[config.mk]
export PLATFORM = sky130hd
export DESIGN_NAME = coalesced_hash_table_top_flat
export DESIGN_NICKNAME = d
export VERILOG_FILES = /design/src/sv/chtab_pkg.sv /design/src/sv/chtab_if.sv /design/src/sv/chtab_ram.sv /design/src/sv/chtab_home.sv /design/src/sv/coalesced_hash_table_top.sv /design/src/flat_wrapper.sv
export SDC_FILE = /design/constraint.sdc
export NUM_CORES = 1
export LEC_CHECK = 0
export BUFFER_PORTS_ARGS = -buffer_cell sky130_fd_sc_hd__buf_2
export CAP_MARGIN = 20
export CORE_MARGIN = 3
export CORE_UTILIZATION = 46
export DETAILED_ROUTE_END_ITERATION = 10
export PLACE_DENSITY = 0.6
export SLEW_MARGIN = 20
export SYNTH_ARGS = -nofsm -noshare
export SYNTH_HDL_FRONTEND = slang
export SYNTH_SLANG_ARGS = --single-unit
[constraint.sdc]
create_clock -name clk -period 5.3 [get_ports clk]
set_clock_uncertainty 0.15 [all_clocks]
set_input_delay 0.265 -clock clk [delete_from_list [all_inputs] [get_ports clk]]
set_output_delay 0.265 -clock clk [all_outputs]
set_load 0.01 [all_outputs]
[src/sv/chtab_pkg.sv]
package chtab_pkg;

    localparam int TABLE_SIZE_DEF = 16;
    localparam int FUNC_W         = 2;
    localparam int KEY_W          = 16;
    localparam int VAL_W          = 16;
    localparam int COUNT_OUT_W    = 5;
    localparam int HASH_BITS      = 8;   // home slot comes from the low key byte

    typedef enum logic [FUNC_W-1:0] {
        FUNC_INSERT = 2'd0,
        FUNC_LOOKUP = 2'd1,
        FUNC_CLEAR  = 2'd2,
        FUNC_NOP    = 2'd3
    } func_e_t;

endpackage

[src/sv/chtab_if.sv]
interface chtab_in_if import chtab_pkg::*; ();
    logic              valid;
    logic              ready;
    logic [FUNC_W-1:0] func;
    logic [KEY_W-1:0]  search_key;
    logic [VAL_W-1:0]  new_value;

    modport source (output valid, func, search_key, new_value, input ready);
    modport sink   (input valid, func, search_key, new_value, output ready);
endinterface

interface chtab_out_if import chtab_pkg::*; ();
    logic                   valid;
    logic                   ready;
    logic                   ok;
    logic [VAL_W-1:0]       found_value;
    logic [COUNT_OUT_W-1:0] entry_count;

    modport source (output valid, ok, found_value, entry_count, input ready);
    modport sink   (input valid, ok, found_value, entry_count, output ready);
endinterface

[src/sv/chtab_ram.sv]
module chtab_ram #(
    parameter int WIDTH = 16,
    parameter int DEPTH = 16
) (
    input  logic                     clk,
    input  logic                     we,
    input  logic [$clog2(DEPTH)-1:0] waddr,
    input  logic [WIDTH-1:0]         wdata,
    input  logic [$clog2(DEPTH)-1:0] raddr,
    output logic [WIDTH-1:0]         rdata
);

    logic [WIDTH-1:0] mem [DEPTH];

    always_ff @(posedge clk)
    begin
        if (we)
        begin
            mem[waddr] <= wdata;
        end
        rdata <= mem[raddr];
    end

endmodule

[src/sv/chtab_home.sv]
// Home slot: the low key byte looked up in a constant table of remainders by
// the table size; the slot is registered and flagged by done in the cycle after start.
module chtab_home import chtab_pkg::*; #(
    parameter int TABLE_SIZE = TABLE_SIZE_DEF
) (
    input  logic                          clk,
    input  logic                          rst_n,
    input  logic                          start,
    input  logic [HASH_BITS-1:0]          key_lo,
    output logic                          done,
    output logic [$clog2(TABLE_SIZE)-1:0] home
);

    localparam int IDX_W   = $clog2(TABLE_SIZE);
    localparam int ENTRIES = 1 << HASH_BITS;

    typedef logic [ENTRIES-1:0][IDX_W-1:0] home_table_t;

    function automatic home_table_t build_home_table();
        home_table_t tbl;
        tbl = '0;
        for (int i = 0; i < ENTRIES; i++)
        begin
            tbl[i] = IDX_W'(i % TABLE_SIZE);
        end
        return tbl;
    endfunction

    localparam home_table_t HOME_TABLE = build_home_table();

    logic             done_reg, done_next;
    logic [IDX_W-1:0] home_reg, home_next;

    assign done = done_reg;
    assign home = home_reg;

    always_comb
    begin
        done_next = start;
        home_next = home_reg;
        if (start)
        begin
            home_next = HOME_TABLE[key_lo];
        end
    end

    always_ff @(posedge clk or negedge rst_n)
    begin
        if (!rst_n)
        begin
            done_reg <= 1'b0;
            home_reg <= '0;
        end
        else
        begin
            done_reg <= done_next;
            home_reg <= home_next;
        end
    end

endmodule

[src/sv/coalesced_hash_table_top.sv]
// Clear, key zero and the unused code go straight to the result; an insert into an empty
// home slot writes there after the home lookup; otherwise the chain is walked and, for an
// insert that finds no match, free slots are probed (each chain slot is a registered RAM read).
// One item at a time: the next transfer is taken in the cycle after the result is loaded into
// the output register, and loading waits while an earlier result is still unread.
// Reset clears the occupancy and link-valid flops and the entry count at once.
module coalesced_hash_table_top import chtab_pkg::*; #(
    parameter int TABLE_SIZE = TABLE_SIZE_DEF
) (
    input  logic        clk,
    input  logic        rst_n,
    chtab_in_if.sink    in_ch,
    chtab_out_if.source out_ch
);

    localparam int IDX_W = $clog2(TABLE_SIZE);
    localparam int CNT_W = $clog2(TABLE_SIZE + 1);

    typedef enum logic [2:0] {
        ST_IDLE,
        ST_HOME,
        ST_WALK_RD,
        ST_WALK_CMP,
        ST_SCAN,
        ST_DONE
    } state_t;

    state_t                 state_reg, state_next;
    logic [FUNC_W-1:0]      func_reg, func_next;
    logic [KEY_W-1:0]       key_reg, key_next;
    logic [VAL_W-1:0]       val_reg, val_next;
    logic [IDX_W-1:0]       pos_reg, pos_next;
    logic [IDX_W-1:0]       home_reg, home_next;
    logic [IDX_W-1:0]       tail_reg, tail_next;
    logic [CNT_W-1:0]       steps_reg, steps_next;
    logic [CNT_W-1:0]       count_reg, count_next;
    logic [TABLE_SIZE-1:0]  occ_reg, occ_next;
    logic [TABLE_SIZE-1:0]  lvalid_reg, lvalid_next;
    logic                   res_ok_reg, res_ok_next;
    logic [VAL_W-1:0]       res_val_reg, res_val_next;
    logic                   out_valid_reg, out_valid_next;
    logic                   out_ok_reg, out_ok_next;
    logic [VAL_W-1:0]       out_val_reg, out_val_next;
    logic [COUNT_OUT_W-1:0] out_count_reg, out_count_next;

    logic                   home_start;
    logic                   home_done;
    logic [IDX_W-1:0]       home_idx;

    logic                   kv_we;
    logic                   val_we;
    logic [IDX_W-1:0]       kv_waddr;
    logic                   link_we;
    logic [KEY_W-1:0]       key_rdata;
    logic [VAL_W-1:0]       val_rdata;
    logic [IDX_W-1:0]       link_rdata;
    logic [31:0]            count_ext;
    logic                   in_xfer;
    logic                   last_step;

    chtab_home #(
        .TABLE_SIZE (TABLE_SIZE)
    ) u_home (
        .clk    (clk),
        .rst_n  (rst_n),
        .start  (home_start),
        .key_lo (in_ch.search_key[HASH_BITS-1:0]),
        .done   (home_done),
        .home   (home_idx)
    );

    chtab_ram #(
        .WIDTH (KEY_W),
        .DEPTH (TABLE_SIZE)
    ) u_key_ram (
        .clk   (clk),
        .we    (kv_we),
        .waddr (kv_waddr),
        .wdata (key_reg),
        .raddr (pos_reg),
        .rdata (key_rdata)
    );

    chtab_ram #(
        .WIDTH (VAL_W),
        .DEPTH (TABLE_SIZE)
    ) u_val_ram (
        .clk   (clk),
        .we    (val_we),
        .waddr (kv_waddr),
        .wdata (val_reg),
        .raddr (pos_reg),
        .rdata (val_rdata)
    );

    chtab_ram #(
        .WIDTH (IDX_W),
        .DEPTH (TABLE_SIZE)
    ) u_link_ram (
        .clk   (clk),
        .we    (link_we),
        .waddr (tail_reg),
        .wdata (pos_reg),
        .raddr (pos_reg),
        .rdata (link_rdata)
    );

    assign in_ch.ready        = (state_reg == ST_IDLE);
    assign in_xfer            = in_ch.valid && in_ch.ready;
    assign out_ch.valid       = out_valid_reg;
    assign out_ch.ok          = out_ok_reg;
    assign out_ch.found_value = out_val_reg;
    assign out_ch.entry_count = out_count_reg;
    assign count_ext          = 32'(count_reg);
    assign last_step          = (steps_reg == CNT_W'(TABLE_SIZE - 1));

    always_comb
    begin
        state_next     = state_reg;
        func_next      = func_reg;
        key_next       = key_reg;
        val_next       = val_reg;
        pos_next       = pos_reg;
        home_next      = home_reg;
        tail_next      = tail_reg;
        steps_next     = steps_reg;
        count_next     = count_reg;
        occ_next       = occ_reg;
        lvalid_next    = lvalid_reg;
        res_ok_next    = res_ok_reg;
        res_val_next   = res_val_reg;
        out_valid_next = out_valid_reg;
        out_ok_next    = out_ok_reg;
        out_val_next   = out_val_reg;
        out_count_next = out_count_reg;
        home_start     = 1'b0;
        kv_we          = 1'b0;
        val_we         = 1'b0;
        kv_waddr       = pos_reg;
        link_we        = 1'b0;

        if (out_valid_reg && out_ch.ready)
        begin
            out_valid_next = 1'b0;
        end

        unique case (state_reg)
            ST_IDLE:
            begin
                if (in_xfer)
                begin
                    func_next    = in_ch.func;
                    key_next     = in_ch.search_key;
                    val_next     = in_ch.new_value;
                    res_ok_next  = 1'b0;
                    res_val_next = '0;
                    unique case (in_ch.func) inside
                        FUNC_CLEAR:
                        begin
                            occ_next    = '0;
                            lvalid_next = '0;
                            count_next  = '0;
                            res_ok_next = 1'b1;
                            state_next  = ST_DONE;
                        end
                        FUNC_INSERT, FUNC_LOOKUP:
                        begin
                            if (in_ch.search_key == '0)
                            begin
                                state_next = ST_DONE;
                            end
                            else
                            begin
                                home_start = 1'b1;
                                state_next = ST_HOME;
                            end
                        end
                        default:
                        begin
                            state_next = ST_DONE;
                        end
                    endcase
                end
            end

            ST_HOME:
            begin
                if (home_done)
                begin
                    pos_next   = home_idx;
                    home_next  = home_idx;
                    steps_next = '0;
                    if ((func_reg == FUNC_INSERT) && !occ_reg[home_idx])
                    begin
                        kv_waddr           = home_idx;
                        kv_we              = 1'b1;
                        val_we             = 1'b1;
                        occ_next[home_idx] = 1'b1;
                        count_next         = count_reg + CNT_W'(1);
                        res_ok_next        = 1'b1;
                        state_next         = ST_DONE;
                    end
                    else
                    begin
                        state_next = ST_WALK_RD;
                    end
                end
            end

            ST_WALK_RD:
            begin
                // RAM data for pos_reg shows up next cycle
                state_next = ST_WALK_CMP;
            end

            ST_WALK_CMP:
            begin
                if (occ_reg[pos_reg] && (key_rdata == key_reg))
                begin
                    res_ok_next = 1'b1;
                    if (func_reg == FUNC_INSERT)
                    begin
                        val_we = 1'b1;
                    end
                    else
                    begin
                        res_val_next = val_rdata;
                    end
                    state_next = ST_DONE;
                end
                else
                begin
                    tail_next = pos_reg;
                    if (lvalid_reg[pos_reg] && !last_step)
                    begin
                        pos_next   = link_rdata;
                        steps_next = steps_reg + CNT_W'(1);
                        state_next = ST_WALK_RD;
                    end
                    else if ((func_reg == FUNC_INSERT) &&
                             (count_reg < CNT_W'(TABLE_SIZE)))
                    begin
                        pos_next   = home_reg;
                        steps_next = '0;
                        state_next = ST_SCAN;
                    end
                    else
                    begin
                        state_next = ST_DONE;
                    end
                end
            end

            ST_SCAN:
            begin
                if (!occ_reg[pos_reg])
                begin
                    kv_we                 = 1'b1;
                    val_we                = 1'b1;
                    link_we               = 1'b1;
                    lvalid_next[tail_reg] = 1'b1;
                    occ_next[pos_reg]     = 1'b1;
                    count_next            = count_reg + CNT_W'(1);
                    res_ok_next           = 1'b1;
                    state_next            = ST_DONE;
                end
                else if (last_step)
                begin
                    state_next = ST_DONE;
                end
                else
                begin
                    pos_next   = (pos_reg == IDX_W'(TABLE_SIZE - 1)) ? '0 : pos_reg + IDX_W'(1);
                    steps_next = steps_reg + CNT_W'(1);
                end
            end

            ST_DONE:
            begin
                if (!out_valid_reg || out_ch.ready)
                begin
                    out_valid_next = 1'b1;
                    out_ok_next    = res_ok_reg;
                    out_val_next   = res_val_reg;
                    out_count_next = count_ext[COUNT_OUT_W-1:0];
                    state_next     = ST_IDLE;
                end
            end

            default:
            begin
                state_next = ST_IDLE;
            end
        endcase
    end

    always_ff @(posedge clk or negedge rst_n)
    begin
        if (!rst_n)
        begin
            state_reg     <= ST_IDLE;
            func_reg      <= '0;
            key_reg       <= '0;
            val_reg       <= '0;
            pos_reg       <= '0;
            home_reg      <= '0;
            tail_reg      <= '0;
            steps_reg     <= '0;
            count_reg     <= '0;
            occ_reg       <= '0;
            lvalid_reg    <= '0;
            res_ok_reg    <= 1'b0;
            res_val_reg   <= '0;
            out_valid_reg <= 1'b0;
            out_ok_reg    <= 1'b0;
            out_val_reg   <= '0;
            out_count_reg <= '0;
        end
        else
        begin
            state_reg     <= state_next;
            func_reg      <= func_next;
            key_reg       <= key_next;
            val_reg       <= val_next;
            pos_reg       <= pos_next;
            home_reg      <= home_next;
            tail_reg      <= tail_next;
            steps_reg     <= steps_next;
            count_reg     <= count_next;
            occ_reg       <= occ_next;
            lvalid_reg    <= lvalid_next;
            res_ok_reg    <= res_ok_next;
            res_val_reg   <= res_val_next;
            out_valid_reg <= out_valid_next;
            out_ok_reg    <= out_ok_next;
            out_val_reg   <= out_val_next;
            out_count_reg <= out_count_next;
        end
    end

endmodule

[src/flat_wrapper.sv]
// flat-port wrapper written by rule: the top's interface ports become plain ports
module coalesced_hash_table_top_flat import chtab_pkg::*;
#(
    parameter int TABLE_SIZE = TABLE_SIZE_DEF
)
  (clk, rst_n, in_ch_valid, in_ch_func, in_ch_search_key, in_ch_new_value, in_ch_ready, out_ch_valid, out_ch_ok, out_ch_found_value, out_ch_entry_count, out_ch_ready);
  chtab_in_if in_ch_i ();
  chtab_out_if out_ch_i ();
  input  logic clk;
  input  logic rst_n;
  input wire logic [$bits(in_ch_i.valid)-1:0] in_ch_valid;
  input wire logic [$bits(in_ch_i.func)-1:0] in_ch_func;
  input wire logic [$bits(in_ch_i.search_key)-1:0] in_ch_search_key;
  input wire logic [$bits(in_ch_i.new_value)-1:0] in_ch_new_value;
  output wire logic [$bits(in_ch_i.ready)-1:0] in_ch_ready;
  output wire logic [$bits(out_ch_i.valid)-1:0] out_ch_valid;
  output wire logic [$bits(out_ch_i.ok)-1:0] out_ch_ok;
  output wire logic [$bits(out_ch_i.found_value)-1:0] out_ch_found_value;
  output wire logic [$bits(out_ch_i.entry_count)-1:0] out_ch_entry_count;
  input wire logic [$bits(out_ch_i.ready)-1:0] out_ch_ready;
  assign in_ch_i.valid = in_ch_valid;
  assign in_ch_i.func = in_ch_func;
  assign in_ch_i.search_key = in_ch_search_key;
  assign in_ch_i.new_value = in_ch_new_value;
  assign in_ch_ready = in_ch_i.ready;
  assign out_ch_valid = out_ch_i.valid;
  assign out_ch_ok = out_ch_i.ok;
  assign out_ch_found_value = out_ch_i.found_value;
  assign out_ch_entry_count = out_ch_i.entry_count;
  assign out_ch_i.ready = out_ch_ready;
  coalesced_hash_table_top #(.TABLE_SIZE(TABLE_SIZE)) u_core (.clk(clk), .rst_n(rst_n), .in_ch(in_ch_i), .out_ch(out_ch_i));
endmodule
==> results.md <==
- Result of the run: completed
- Part of the total power dissipated in combinational logic: between 20% and 30%
- Clock root buffer: clkbuf_16
- Synthesized instance count: roughly 1,500
- Number of buffers on the longest clock path: 3
- Number of distinct library cells after synthesis: 59
- Final cell count without fillers: 2,573
- Total die area: approximately 67,000 µm²
- Number of vias in the routed layout: approximately 15,000
- Minimum clock period: roughly 4.3 ns
- Sw frac: 30.3%
- Post-CTS setup buffer count: 0
- Routability-driven placement congestion ratio: about 0.8
- Share of the yosys chip area belonging to registers: 73.1%
- Final Net Count: 1,715
- Internal power of the cells: approximately 13 mW
- Vias in the first global route: about 15,000
- RSZ-0062 raised after global routing: false
- Hold crit path type: input pin to async pin
- Router iterations before antenna repair: 5
- Total instance count after detailed placement: 2,390
- Site Rows: slightly above 90
- Cell area after synthesis: approximately 29,000 µm²
- Maximum number of pins on one net before global-route repair: 100
- Floorplan Core Area: between 60,000 and 70,000 µm²
- Cell depth of the worst flop-to-flop path: 7
- Wire length of the first global-routing pass: a little under 100,000 µm
- Biggest fanout along the worst timing path: 18
- Count of nets left with antenna violations after detail routing: 0
- Clock tree from TritonCTS: built
- Die Span X: 258 µm
- Relative slew slack: between 20% and 30%
- Critical path capture point type: flop
- Worst VDD drop: 364 µV
- HPWL after detailed placement: a little under 40,000 µm
- Slew Limit Fails: 0
- Clock latency of the later-clocked register in the worst-skew pair: around 0.64 ns
- Seq cells post-synth: approximately 750
- Overall routing resource usage: just under 20%
- Registers with the most flip-flops: u_core.u_key_ram.mem: 256 flops, u_core.u_val_ram.mem: 256 flops, u_core.u_link_ram.mem: 64 flops
- Clock Sinks: approximately 750
- Setup_tns: 0 ns
- Flip-flop cell with the highest count after synthesis: edfxtp_1
- Final cycle utilization of the critical path: roughly four fifths
- Required time at the worst-slack endpoint: 5.40 ns
- Clock group share of total power: about 29%
- Clock transition at the registers of the reported paths: about 0.060 ns
- Worst reg2reg startpoint: u_core.u_home.home[0]
- Sequential cell fraction of total power: 46.6%
- Growth of design area from synthesis to finish: 15.3%
- Initial Util: a little under half
- Clock buffers created by TritonCTS: 78
- Number of I/O pins: 62
- Endpoints failing setup: 0
- Total length of routed wires: about 64,000 µm
- Fraction of final layout cells with drive strength greater than 1: 30.6%
- Initial detailed-routing violation count: 1,359
- Syn Nets: roughly 1,600
- Transition time at the pin with the least slew margin: 1.10 ns
- Max Cap Violations: 0
- Routed via count divided by cell count: between 5 and 6
- Yosys warning total: 0
- Share of flip-flops with an asynchronous set or reset after synthesis: approximately 18%
- Port Buffer Count: between 60 and 70
- H-tree levels: 3
- DRC errors left: 0
- Leak: 11.6 nW
- Per-instance average area after synthesis: 19.2 µm²
- Maximum achievable frequency: roughly 230 MHz
- Setup crit start kind: flop
- Arrival time at the worst endpoint: between 4 and 5 ns
- Number of flops mapped to enable cells by yosys: around 580
- GR Overflow Total: 0
- Worst setup path startpoint: u_core.u_home.home[0]
- Class of the most critical setup path: flop to flop
- Power dissipated by switching net loads: between 5 and 6 mW
- Die span in y: ~260 µm
- Average wire per cell in the routed design: 25.0 µm
- Antenna violations before repair: 5
- Power density of the placed cells: roughly 560 nW/µm²
- Number of hold violations in the final report: 0
## layout make-up
| cell class | count | area [µm²] |
|---|---|---|
| diodes | 1 | 2.50 |
| clock buffers | 106 | 2120 |
| clock inverters | 39 | 454 |
| fillers | 4924 | 28600 |
| inverters | 10 | 37.5 |
| multi-input cells | 685 | 7610 |
| flip-flops and latches | 748 | 21400 |
| well taps | 837 | 1050 |
| repair buffers | 147 | 1080 |
## path summary, 6_finish.rpt
| check | end | slack, ns |
|---|---|---|
| max | u_core.u_key_ram.mem[5][14] | 1.0 |
| min in group clk | u_core.state_reg[2] | 0.20 |
| max reg2reg | u_core.u_key_ram.mem[5][14] | 1.0 |
| max in group asynchronous | u_core.val_reg[10] | 3.55 |
| min | u_core.out_ch.entry_count[3] | 0.18 |
| min reg2reg | u_core.res_val_reg[2] | 0.28 |
## cell families after synthesis
group | synth area share [%]
buffers and inverters | 1.40
muxes | 17.6
DFF | 73.1
xor gates and xnor gates | 0.508
adders and majority gates | 0.299
and+or+nand+nor | 4.03
AOI/OAI and AO/OA | 3.03
## per-stage QoR
stage / util (%) / area [µm²] / setup slack, ns / power [mW] / hold slack [ns]
2_1_floorplan: - / 29300 / 1.14 / 11.9 / -0.181
3_3_place_gp: 49.4 / 30800 / 0.888 / 13.5 / 0.274
3_5_place_dp: 49.4 / 30800 / 0.920 / 13.6 / 0.270
4_1_cts: 54.1 / 33800 / 0.910 / 19.1 / 0.153
5_1_grt: 54.1 / 33800 / 0.779 / 19.8 / 0.239
6_report: 54.1 / 33800 / 0.995 / 18.9 / 0.181
## Yosys cell counts (4+ instances only)
library cell  count  area (µm²)
mux4_2          189        4260
o22ai_1           5        31.3
nand3_1          24         120
nor2b_1           9        56.3
a31oi_1           7        43.8
o21ai_0          32         160
nor2_1           93         349
o41ai_1           4        35.0
nand2_1          62         233
o21a_1            8        60.1
nor3_1           20         100
inv_1            10        37.5
buf_2            16        80.1
a22oi_1           5        37.5
buf_1            14        52.6
or3_1             5        31.3
clkbuf_1         49         184
mux2_2           71         800
and3_1            4        25.0
dfrtp_1         136        3400
nor3b_1           5        37.5
nor4_1           11        68.8
dfxtp_1          36         721
nand2b_1         10        62.6
o31ai_1          10        75.1
a21oi_1          38         190
edfxtp_1        576       17300
buf_6             5        56.3
mux2i_1           5        50.1
ha_1              7        87.6
xor2_1           17         149
## cell usage in the layout (no fill, tap or decap), types with 11 or more instances in the layout
| cell | netlist | final |
|---|---|---|
| o21ai_0 | 32 | 32 |
| dlygate4sd3_1 | 0 | 36 |
| clkinv_2 | 0 | 12 |
| clkbuf_1 | 49 | 23 |
| a21oi_1 | 38 | 38 |
| nor4_1 | 11 | 11 |
| mux4_2 | 189 | 189 |
| nor2_1 | 93 | 72 |
| xor2_1 | 17 | 17 |
| mux2_2 | 71 | 71 |
| nor3_1 | 20 | 11 |
| edfxtp_1 | 576 | 576 |
| dfrtp_1 | 136 | 132 |
| nand2_1 | 62 | 61 |
| buf_4 | 0 | 47 |
| buf_2 | 16 | 60 |
| nor2_2 | 2 | 22 |
| clkbuf_16 | 0 | 79 |
| dfxtp_1 | 36 | 36 |
| nand3_1 | 24 | 24 |
## timing repair
item | CTS | global route
hold endpoints to repair | 134 | 0
hold buffers | 36 | 0
resized for setup | 0 | 0
## power groups by stage
stage                     Clock (mW)  Combinational, mW  Sequential [mW]
after floorplan                    0               3.51             8.36
after global placement             0               4.62             8.85
after detailed placement           0               4.65             8.93
after CTS                       5.63               4.69             8.81
after global routing            5.85               4.99             8.96
final                           5.48               4.62             8.80
## metal layers
metal  global-route usage (%)  routed length (µm)  vias to the layer above
met3                     3.70                3680                       82
met2                     30.2               30200                      416
met4                     4.95                1090                        2
met5                        0                  13                        -
met1                     29.7               29300                     7813
li1                         -                   -                     6417
## worst max-delay path: stages, from the launching register on
cell     delay, ns
dfrtp_1       0.67
mux4_1        0.63
mux4_2        0.52
or3_1         0.64
nor2_1        0.19
a21oi_1       0.06
buf_4         0.22
nor2_2        0.82
Power figures use the tool's default switching activity.
